--- config.mk ---
export PLATFORM = sky130hd
export DESIGN_NAME = led_breathing_and_keypress_level_top
export DESIGN_NICKNAME = d
export VERILOG_FILES = /design/src/design/lbkl_pkg.sv /design/src/design/lbkl_div.sv /design/src/design/led_breathing_and_keypress_level_top.sv
export SDC_FILE = /design/constraint.sdc
export NUM_CORES = 1
export LEC_CHECK = 0
export BUFFER_PORTS_ARGS = -buffer_cell sky130_fd_sc_hd__buf_2
export CORE_ASPECT_RATIO = 0.8
export CORE_MARGIN = 3
export CORE_UTILIZATION = 63
export CTS_CLUSTER_DIAMETER = 30
export CTS_CLUSTER_SIZE = 10
export DETAILED_ROUTE_END_ITERATION = 7
export MAX_ROUTING_LAYER = met4
export PLACE_DENSITY = 0.82
export REMOVE_ABC_BUFFERS = 1
export SETUP_SLACK_MARGIN = 0.4
export SLEW_MARGIN = 20
export SYNTH_ARGS = -nofsm -noshare
export SYNTH_HDL_FRONTEND = slang
export SYNTH_SLANG_ARGS = --single-unit
--- constraint.sdc ---
create_clock -name clk -period 5.55 [get_ports clk]
set_input_delay 1.11 -clock clk [delete_from_list [all_inputs] [get_ports clk]]
set_output_delay 1.11 -clock clk [all_outputs]
set_load 0.005 [all_outputs]
--- src/design/lbkl_pkg.sv ---
package lbkl_pkg;

  // field and datapath widths
  localparam int DVD_W      = 16;
  localparam int DVS_W      = 8;
  localparam int DUTY_W     = 8;
  localparam int COUNT_W    = 16;
  localparam int HOLD_W     = 10;
  localparam int LEVEL_W    = 5;
  localparam int IDLE_W     = 15;
  localparam int MODE_W     = 2;
  localparam int RATE_W     = 8;
  localparam int CFG_IDX_W  = 2;
  localparam int CFG_DATA_W = 8;

  // key-press level scale
  localparam int LEVEL_MAX  = 20;
  localparam int LEVEL_STEP = 255 / LEVEL_MAX;

  localparam logic [IDLE_W-1:0]  IDLE_LIMIT  = IDLE_W'(1000);
  localparam logic [HOLD_W-1:0]  PRESS_HOLD  = HOLD_W'(511);
  localparam logic [COUNT_W-1:0] COUNT_RESET = COUNT_W'(4);
  localparam logic [DUTY_W-1:0]  DUTY_FULL   = DUTY_W'(255);
  localparam logic [RATE_W-1:0]  BRIGHT_RST  = RATE_W'(10);
  localparam logic [RATE_W-1:0]  DIM_RST     = RATE_W'(4);

  typedef enum logic [MODE_W-1:0] {
    MODE_BREATHE      = 2'd0,
    MODE_IDLE_BREATHE = 2'd1,
    MODE_LEVEL        = 2'd2,
    MODE_OFF          = 2'd3
  } lbkl_mode_t;

  typedef enum logic [CFG_IDX_W-1:0] {
    CFG_MODE     = 2'd0,
    CFG_BRIGHTEN = 2'd1,
    CFG_DIM      = 2'd2
  } lbkl_cfg_idx_t;

  typedef enum logic [1:0] {
    PH_RAMP_UP   = 2'd0,
    PH_HOLD_HIGH = 2'd1,
    PH_RAMP_DOWN = 2'd2,
    PH_HOLD_LOW  = 2'd3
  } lbkl_phase_t;

  typedef enum logic {
    CMD_TICK = 1'b0,
    CMD_KEY  = 1'b1
  } lbkl_cmd_t;

  typedef enum logic [1:0] {
    ST_IDLE,
    ST_DIV,
    ST_UPDATE
  } lbkl_state_t;

  // divider request and response
  typedef struct packed {
    logic              start;
    logic [DVD_W-1:0]  dividend;
    logic [DVS_W-1:0]  divisor;
  } lbkl_div_req_t;

  typedef struct packed {
    logic              done;
    logic [DVD_W-1:0]  quotient;
  } lbkl_div_rsp_t;

endpackage

--- src/design/lbkl_div.sv ---
module lbkl_div (
  input  logic                   clk,
  input  logic                   rst_n,
  input  lbkl_pkg::lbkl_div_req_t req,
  output lbkl_pkg::lbkl_div_rsp_t rsp
);

  localparam int DVD_W = lbkl_pkg::DVD_W;
  localparam int DVS_W = lbkl_pkg::DVS_W;
  localparam int CNT_W = $clog2(DVD_W);
  localparam logic [CNT_W-1:0] CNT_LAST = CNT_W'(DVD_W - 1);

  logic             busy_r, busy_nxt;
  logic             done_r, done_nxt;
  logic [CNT_W-1:0] cnt_r, cnt_nxt;
  logic [DVS_W-1:0] rem_r, rem_nxt;
  logic [DVS_W-1:0] dvs_r, dvs_nxt;
  logic [DVD_W-1:0] quo_r, quo_nxt;

  logic [DVS_W:0]   trial;
  logic [DVS_W:0]   diff;
  logic             fits;

  // one restoring step: shift in the next dividend bit and try a subtract
  assign trial = {rem_r, quo_r[DVD_W-1]};
  assign diff  = trial - {1'b0, dvs_r};
  assign fits  = trial >= {1'b0, dvs_r};

  always_comb begin
    busy_nxt = busy_r;
    done_nxt = 1'b0;
    cnt_nxt  = cnt_r;
    rem_nxt  = rem_r;
    dvs_nxt  = dvs_r;
    quo_nxt  = quo_r;
    if (req.start) begin
      busy_nxt = 1'b1;
      cnt_nxt  = '0;
      rem_nxt  = '0;
      dvs_nxt  = req.divisor;
      quo_nxt  = req.dividend;
    end else if (busy_r) begin
      rem_nxt = fits ? diff[DVS_W-1:0] : trial[DVS_W-1:0];
      quo_nxt = {quo_r[DVD_W-2:0], fits};
      cnt_nxt = cnt_r + 1'b1;
      if (cnt_r == CNT_LAST) begin
        busy_nxt = 1'b0;
        done_nxt = 1'b1;
      end
    end
  end

  // control state
  always_ff @(posedge clk) begin
    if (!rst_n) begin
      busy_r <= 1'b0;
      done_r <= 1'b0;
      cnt_r  <= '0;
    end else begin
      busy_r <= busy_nxt;
      done_r <= done_nxt;
      cnt_r  <= cnt_nxt;
    end
  end

  // datapath
  always_ff @(posedge clk) begin
    rem_r <= rem_nxt;
    dvs_r <= dvs_nxt;
    quo_r <= quo_nxt;
  end

  assign rsp.done     = done_r;
  assign rsp.quotient = quo_r;

endmodule

--- src/design/led_breathing_and_keypress_level_top.sv ---
// Backlight PWM duty generator. Each input transaction is a one-millisecond tick or a key press
// and returns exactly one result transaction with the current duty and enable. Modes: breathing
// ramp, breathing once idle for over 1000 ms, key-press level with a 511-tick hold then decay,
// and off. Every transaction runs one pass of a shared 16-step restoring divider (ramp count
// by rate, level scaling, decay level), and the block takes no new item until it has loaded
// the divider, run the sixteen divide steps, collected the quotient, updated the state and
// presented the result. The result sits in an output register, so the next item is taken
// while a result waits; the state update stalls only if the previous result has not been
// taken by then. Configuration writes are taken every cycle and must only be issued while
// the block is idle.
module led_breathing_and_keypress_level_top (
  input  logic                              clk,
  input  logic                              rst_n,
  // configuration
  input  logic                              cfg_valid,
  output logic                              cfg_ready,
  input  logic [lbkl_pkg::CFG_IDX_W-1:0]    cfg_index,
  input  logic [lbkl_pkg::CFG_DATA_W-1:0]   cfg_data,
  // input transactions
  input  logic                              in_valid,
  output logic                              in_ready,
  input  logic                              in_cmd,
  input  logic [lbkl_pkg::IDLE_W-1:0]       in_idle_ms,
  // result transactions
  output logic                              out_valid,
  input  logic                              out_ready,
  output logic [lbkl_pkg::DUTY_W-1:0]       out_pwm_duty,
  output logic                              out_pwm_enable
);

  localparam int DVD_W      = lbkl_pkg::DVD_W;
  localparam int DUTY_W     = lbkl_pkg::DUTY_W;
  localparam int COUNT_W    = lbkl_pkg::COUNT_W;
  localparam int HOLD_W     = lbkl_pkg::HOLD_W;
  localparam int LEVEL_W    = lbkl_pkg::LEVEL_W;
  localparam int RATE_W     = lbkl_pkg::RATE_W;
  localparam int DVS_W_SEL  = lbkl_pkg::DVS_W;
  localparam int MODE_W_SEL = lbkl_pkg::MODE_W;

  // configuration registers
  lbkl_pkg::lbkl_mode_t   mode_r;
  logic [RATE_W-1:0]      bright_r;
  logic [RATE_W-1:0]      dim_r;

  // block state
  lbkl_pkg::lbkl_state_t  state_r, state_nxt;
  lbkl_pkg::lbkl_phase_t  phase_r, phase_nxt;
  logic [COUNT_W-1:0]     count_r, count_nxt;
  logic [DUTY_W-1:0]      duty_r, duty_nxt;
  logic                   en_r, en_nxt;
  logic [HOLD_W-1:0]      hold_r, hold_nxt;
  logic [LEVEL_W-1:0]     level_r, level_nxt;
  logic [DUTY_W-1:0]      life_r, life_nxt;
  logic                   out_valid_r, out_valid_nxt;
  lbkl_pkg::lbkl_cmd_t    cmd_r, cmd_nxt;
  logic                   brth_r, brth_nxt;

  lbkl_pkg::lbkl_div_req_t div_req;
  lbkl_pkg::lbkl_div_rsp_t div_rsp;

  logic [RATE_W-1:0]      br_eff, dr_eff;
  logic [COUNT_W-1:0]     lim_br, lim_dr;
  logic [COUNT_W-1:0]     count_inc;
  logic                   tick_breathe;
  logic [LEVEL_W:0]       level_inc;
  logic [DVD_W-1:0]       op_dividend;
  logic [DVS_W_SEL-1:0]   op_divisor;
  logic [DVD_W-1:0]       quo;
  logic                   quo_hi;

  // a rate of zero acts as one
  assign br_eff = (bright_r == '0) ? RATE_W'(1) : bright_r;
  assign dr_eff = (dim_r == '0) ? RATE_W'(1) : dim_r;

  // 255 * rate as shift and subtract
  assign lim_br = COUNT_W'({br_eff, 8'h00}) - COUNT_W'(br_eff);
  assign lim_dr = COUNT_W'({dr_eff, 8'h00}) - COUNT_W'(dr_eff);

  // saturating ramp counter increment
  assign count_inc = (count_r == '1) ? count_r : count_r + 1'b1;

  assign tick_breathe = (lbkl_pkg::lbkl_cmd_t'(in_cmd) == lbkl_pkg::CMD_TICK) &&
                        ((mode_r == lbkl_pkg::MODE_BREATHE) ||
                         ((mode_r == lbkl_pkg::MODE_IDLE_BREATHE) &&
                          (in_idle_ms > lbkl_pkg::IDLE_LIMIT)));

  assign level_inc = {1'b0, level_r} + 1'b1;

  // divider operands for the arriving transaction
  always_comb begin
    if (lbkl_pkg::lbkl_cmd_t'(in_cmd) == lbkl_pkg::CMD_KEY) begin
      op_dividend = DVD_W'({level_inc, 8'h00}) - DVD_W'(level_inc);
      op_divisor  = DVS_W_SEL'(lbkl_pkg::LEVEL_MAX);
    end else if (tick_breathe) begin
      op_dividend = count_r;
      op_divisor  = (phase_r == lbkl_pkg::PH_RAMP_DOWN) ? dr_eff : br_eff;
    end else begin
      // decay: 255 minus the decremented life
      op_dividend = DVD_W'(256) - DVD_W'(life_r);
      op_divisor  = DVS_W_SEL'(lbkl_pkg::LEVEL_STEP);
    end
  end

  assign quo    = div_rsp.quotient;
  assign quo_hi = |quo[DVD_W-1:DUTY_W];

  lbkl_div u_div (
    .clk   (clk),
    .rst_n (rst_n),
    .req   (div_req),
    .rsp   (div_rsp)
  );

  // sequencer and state update
  always_comb begin
    state_nxt     = state_r;
    phase_nxt     = phase_r;
    count_nxt     = count_r;
    duty_nxt      = duty_r;
    en_nxt        = en_r;
    hold_nxt      = hold_r;
    level_nxt     = level_r;
    life_nxt      = life_r;
    cmd_nxt       = cmd_r;
    brth_nxt      = brth_r;
    out_valid_nxt = out_ready ? 1'b0 : out_valid_r;
    div_req.start    = 1'b0;
    div_req.dividend = op_dividend;
    div_req.divisor  = op_divisor;
    in_ready         = 1'b0;

    unique case (state_r)
      lbkl_pkg::ST_IDLE: begin
        in_ready = 1'b1;
        if (in_valid) begin
          div_req.start = 1'b1;
          cmd_nxt       = lbkl_pkg::lbkl_cmd_t'(in_cmd);
          brth_nxt      = tick_breathe;
          state_nxt     = lbkl_pkg::ST_DIV;
        end
      end
      lbkl_pkg::ST_DIV: begin
        if (div_rsp.done) begin
          state_nxt = lbkl_pkg::ST_UPDATE;
        end
      end
      lbkl_pkg::ST_UPDATE: begin
        if (!out_valid_r || out_ready) begin
          out_valid_nxt = 1'b1;
          state_nxt     = lbkl_pkg::ST_IDLE;
          priority if (cmd_r == lbkl_pkg::CMD_KEY) begin
            // key press only counts in level mode below the top level
            if ((mode_r == lbkl_pkg::MODE_LEVEL) &&
                (level_r < LEVEL_W'(lbkl_pkg::LEVEL_MAX))) begin
              hold_nxt  = lbkl_pkg::PRESS_HOLD;
              level_nxt = level_inc[LEVEL_W-1:0];
              life_nxt  = quo[DUTY_W-1:0];
            end
          end else if (brth_r) begin
            // four-phase breathing ramp
            en_nxt    = 1'b1;
            count_nxt = count_inc;
            unique case (phase_r)
              lbkl_pkg::PH_RAMP_UP: begin
                duty_nxt = quo_hi ? lbkl_pkg::DUTY_FULL : quo[DUTY_W-1:0];
                if (count_r >= lim_br) begin
                  phase_nxt = lbkl_pkg::PH_HOLD_HIGH;
                end
              end
              lbkl_pkg::PH_RAMP_DOWN: begin
                duty_nxt = quo_hi ? '0 : lbkl_pkg::DUTY_FULL - quo[DUTY_W-1:0];
                if (count_r >= lim_dr) begin
                  phase_nxt = lbkl_pkg::PH_HOLD_LOW;
                end
              end
              lbkl_pkg::PH_HOLD_HIGH: begin
                if (count_r >= lim_dr) begin
                  count_nxt = COUNT_W'(1);
                  phase_nxt = lbkl_pkg::PH_RAMP_DOWN;
                end
              end
              lbkl_pkg::PH_HOLD_LOW: begin
                if (count_r >= lim_br) begin
                  count_nxt = COUNT_W'(1);
                  phase_nxt = lbkl_pkg::PH_RAMP_UP;
                end
              end
              default: begin
                phase_nxt = lbkl_pkg::PH_RAMP_UP;
              end
            endcase
          end else if (mode_r == lbkl_pkg::MODE_LEVEL) begin
            // level hold, then decay every dim-rate ticks
            en_nxt = 1'b1;
            priority if (hold_r != '0) begin
              hold_nxt = hold_r - 1'b1;
              duty_nxt = life_r;
            end else if (life_r != '0) begin
              if (count_inc >= COUNT_W'(dr_eff)) begin
                count_nxt = '0;
                life_nxt  = life_r - 1'b1;
                duty_nxt  = life_r - 1'b1;
                level_nxt = (quo >= DVD_W'(lbkl_pkg::LEVEL_MAX)) ? '0 :
                            LEVEL_W'(DVD_W'(lbkl_pkg::LEVEL_MAX) - quo);
              end else begin
                count_nxt = count_inc;
                duty_nxt  = life_r;
              end
            end else begin
              level_nxt = '0;
              count_nxt = '0;
              duty_nxt  = life_r;
            end
          end else begin
            // off, or idle time not reached
            duty_nxt  = '0;
            en_nxt    = 1'b0;
            count_nxt = '0;
            phase_nxt = lbkl_pkg::PH_RAMP_UP;
          end
        end
      end
      default: begin
        state_nxt = lbkl_pkg::ST_IDLE;
      end
    endcase
  end

  // configuration writes
  assign cfg_ready = 1'b1;

  always_ff @(posedge clk) begin
    if (!rst_n) begin
      mode_r   <= lbkl_pkg::MODE_BREATHE;
      bright_r <= lbkl_pkg::BRIGHT_RST;
      dim_r    <= lbkl_pkg::DIM_RST;
    end else if (cfg_valid) begin
      unique case (lbkl_pkg::lbkl_cfg_idx_t'(cfg_index))
        lbkl_pkg::CFG_MODE:     mode_r   <= lbkl_pkg::lbkl_mode_t'(cfg_data[MODE_W_SEL-1:0]);
        lbkl_pkg::CFG_BRIGHTEN: bright_r <= cfg_data[RATE_W-1:0];
        lbkl_pkg::CFG_DIM:      dim_r    <= cfg_data[RATE_W-1:0];
        default: begin
        end
      endcase
    end
  end

  // state registers
  always_ff @(posedge clk) begin
    if (!rst_n) begin
      state_r     <= lbkl_pkg::ST_IDLE;
      phase_r     <= lbkl_pkg::PH_RAMP_UP;
      count_r     <= lbkl_pkg::COUNT_RESET;
      duty_r      <= '0;
      en_r        <= 1'b0;
      hold_r      <= '0;
      level_r     <= '0;
      life_r      <= '0;
      out_valid_r <= 1'b0;
      cmd_r       <= lbkl_pkg::CMD_TICK;
      brth_r      <= 1'b0;
    end else begin
      state_r     <= state_nxt;
      phase_r     <= phase_nxt;
      count_r     <= count_nxt;
      duty_r      <= duty_nxt;
      en_r        <= en_nxt;
      hold_r      <= hold_nxt;
      level_r     <= level_nxt;
      life_r      <= life_nxt;
      out_valid_r <= out_valid_nxt;
      cmd_r       <= cmd_nxt;
      brth_r      <= brth_nxt;
    end
  end

  assign out_valid      = out_valid_r;
  assign out_pwm_duty   = duty_r;
  assign out_pwm_enable = en_r;

endmodule

==> metrics.txt <==
CP Capture Type flop; ys async rst share 0%; most used cell, CP ha_1; CP max stage delay 0.69 ns; post-synth cell types 80; highest routed metal layer met4; Finished Layout Cells 1177; fmax 213 MHz; Skew-Pair Late Insertion Delay 0.37 ns; DRC 0; Yosys reg bits 111; Final Skew 0.0159 ns; Root Driver clkbuf_16; share of cells above drive strength 1 8.86%; via count 7571; YS warnings 0; Leakage 3.42 nW; setup ws final 0.862 ns; number of I/O port buffers 41; nets 1092; wire per inst 18.1 um; Antenna Nets Post-Route 0; router iterations before antenna repair 6; CTS tree built; # Post-CTS Setup Buffers 0; Worst Hold Launch u_div.cnt_r[3]; Rel. slew slack 30.9%; final WL 21.4 mm; H-tree depth 3; hold depth 2; final worst-path cycle share 84.5%; status finished clean; # IOs 43; Largest regs count_r x16, u_div.quo_r x16, hold_r x10; P&R area growth vs syn 6.67%; FF-to-FF setup slack 0.86 ns; Place WS 0.977 ns; core area 12300 um2; CP arrival 4.98 ns; slowest stage cell on the critical path a31o_1; met2 WL post-DR 8.77 mm; clk sink count 111; Synth area leader dfxtp_1; Final Max Tran Viols 0; Die Span Y 107 um; Post-Synthesis Cells 1008; CP top delay family compound AO/OA/AOI/OAI gates; Syn Area/Cell 8.00 um2; Post-synth EDFFs 24; commonest non-fill, non-tap cell in the layout nand2_1; Placer Congestion 0.984; worst path cell trace ha_1, nand3_4, nor4_4, nor2_1, and3_1, xor2_1, ha_1, o21ai_0, o21bai_1, a2111oi_4, a31o_1, or4b_1, a31oi_1; Hold Path Sink u_div.done_r; Post-Place Cells 1160; Startpoint Class flop; Via density 6.43; first-pass GRT wire length 35.0 mm; Post-DP HPWL 15.5 mm; Iter 0 DRT Violations 943; post-CTS sizing 0; largest net degree at the start of global routing 40; top cells by area, synth dfxtp_1, ha_1, edfxtp_1, nand2_1, mux2i_1; share of the synthesized area in the top cell type 21.6%; Worst VDD drop 0.000208 V; grt ovf 0; Setup violations, final 0; initial cell density of the core 65.3%; met1 wire length 9.80 mm; initial antenna violation count 1; Worst R2R End count_r[15]; Tmin final 4.69 ns; RSZ-0062 raised after global routing no; number of global-route vias before repair 6760; CTS buffer count 9; CTS Buffer Depth 2; HP Class flop to flop; register area share after synthesis 30.5%; Setup CP Type flop to flop; Worst Tran Pin Value 1.04 ns; clk slew on worst S/H paths 0.07 ns; Fin Setup TNS 0 ns; row count 36; CP Buf/Inv Count 0; Worst Path Max Fanout 18; Filler cells 1046; PD cells 223 nW/um2; gr usage total 31.4%; die area 14200 um2; worst endpoint required time 5.84 ns; R2R depth 13; hold-fix buffers at CTS 0; Crit path depth 13; count of final hold-check violations 0; die width 132 um; Met3 Wirelength 2.40 mm; crit path from count_r[1]; worst r2r src count_r[1]; Post-Syn Area 8060 um2; max_cap viols 0; most common flop cell mapped by yosys dfxtp_1; most frequent cells in the layout nand2_1, nor2_1, dfxtp_1; fin util 69.7%
==> where the power goes <==
part,internal [mW],switching [mW]
clock network,0.377,0.303
logic,0.133,0.188
registers,0.869,0.0471
==> logic make-up (layout without fill, tap and decap cells) <==
family | count (synthesis) | count (layout) | share of synthesized area, %
compound gates | 250 | 250 | 20.1
fa+ha+maj | 61 | 61 | 9.56
xor+xnor | 58 | 58 | 6.30
flops | 111 | 111 | 30.5
other cells | 1 | 2 | 0.0465
simple gates | 370 | 370 | 22.7
buf+inv | 116 | 113 | 5.62
mux | 41 | 41 | 5.15
==> per-layer routing <==
| metal | GRT usage, % | vias to the layer above |
|---|---|---|
| li1 | - | 3626 |
| met1 | 45.3 | 3517 |
| met2 | 44.8 | 389 |
| met3 | 6.80 | 39 |
| met4 | 8.23 | 0 |
| met5 | - | - |
==> cells in the mapped netlist (5+ instances only) <==
cell and n:
a21oi_1 69, ha_1 60, mux2i_1 37, o21ai_0 68, nor3_1 35, o21bai_1 5, nor4_1 14, o2111ai_1 7
a21o_1 5, edfxtp_1 24, nand2b_1 13, a22oi_1 6, nand3b_1 6, clkbuf_1 56, dfxtp_1 87, a221oi_1 6
nand4_1 16, buf_2 7, nor2_1 93, o211ai_1 13, nor2b_1 11, or3_1 9, xor2_1 21, nand2_1 99
a211oi_1 12, nand3_1 43, a31oi_1 9, inv_1 49, xnor2_1 37, o21a_1 5
==> stage by stage <==
| step | total power [mW] | hold slack (ns) | instance area [um2] |
|---|---|---|---|
| after detailed placement | 1.25 | 0.473 | 8290 |
| after global routing | 1.99 | 0.523 | 8600 |
| after CTS | 1.92 | 0.496 | 8590 |
| final | 1.92 | 0.494 | 8600 |
| after global placement | 1.24 | 0.478 | 8290 |
| after floorplan | 1.14 | 0.448 | 7790 |
==> worst max-delay path by stage <==
stage                endpoint  slack, ns
2_1_floorplan  u_div.quo_r[2]       1.51
3_3_place_gp      count_r[15]       1.21
3_5_place_dp      count_r[15]       0.98
4_1_cts           count_r[15]       0.96
5_1_grt           count_r[15]       0.55
6_report          count_r[15]       0.86
==> worst register-to-register path, stage by stage (launching register included) <==
cell and delay [ns]:
dfxtp_1 0.50, ha_1 0.32, nand3_4 0.17, nor4_4 0.56, nor2_1 0.14, and3_1 0.22, xor2_1 0.15, ha_1 0.32
o21ai_0 0.16, o21bai_1 0.13, a2111oi_4 0.62, a31o_1 0.69, or4b_1 0.51, a31oi_1 0.13
==> cell type report <==
| class | count | area, um2 | area share [%] |
|---|---|---|---|
| clock inverter | 3 | 40.0 | 0.466 |
| sequential | 111 | 2460 | 28.6 |
| inverter | 49 | 184 | 2.14 |
| clock buffer | 13 | 262 | 3.04 |
| tap | 171 | 214 | 2.49 |
| antenna | 1 | 2.50 | 0.0291 |
| multi-input combinational | 781 | 5180 | 60.2 |
| timing repair buffer | 48 | 258 | 3.00 |
Power figures use the tool's default switching activity.
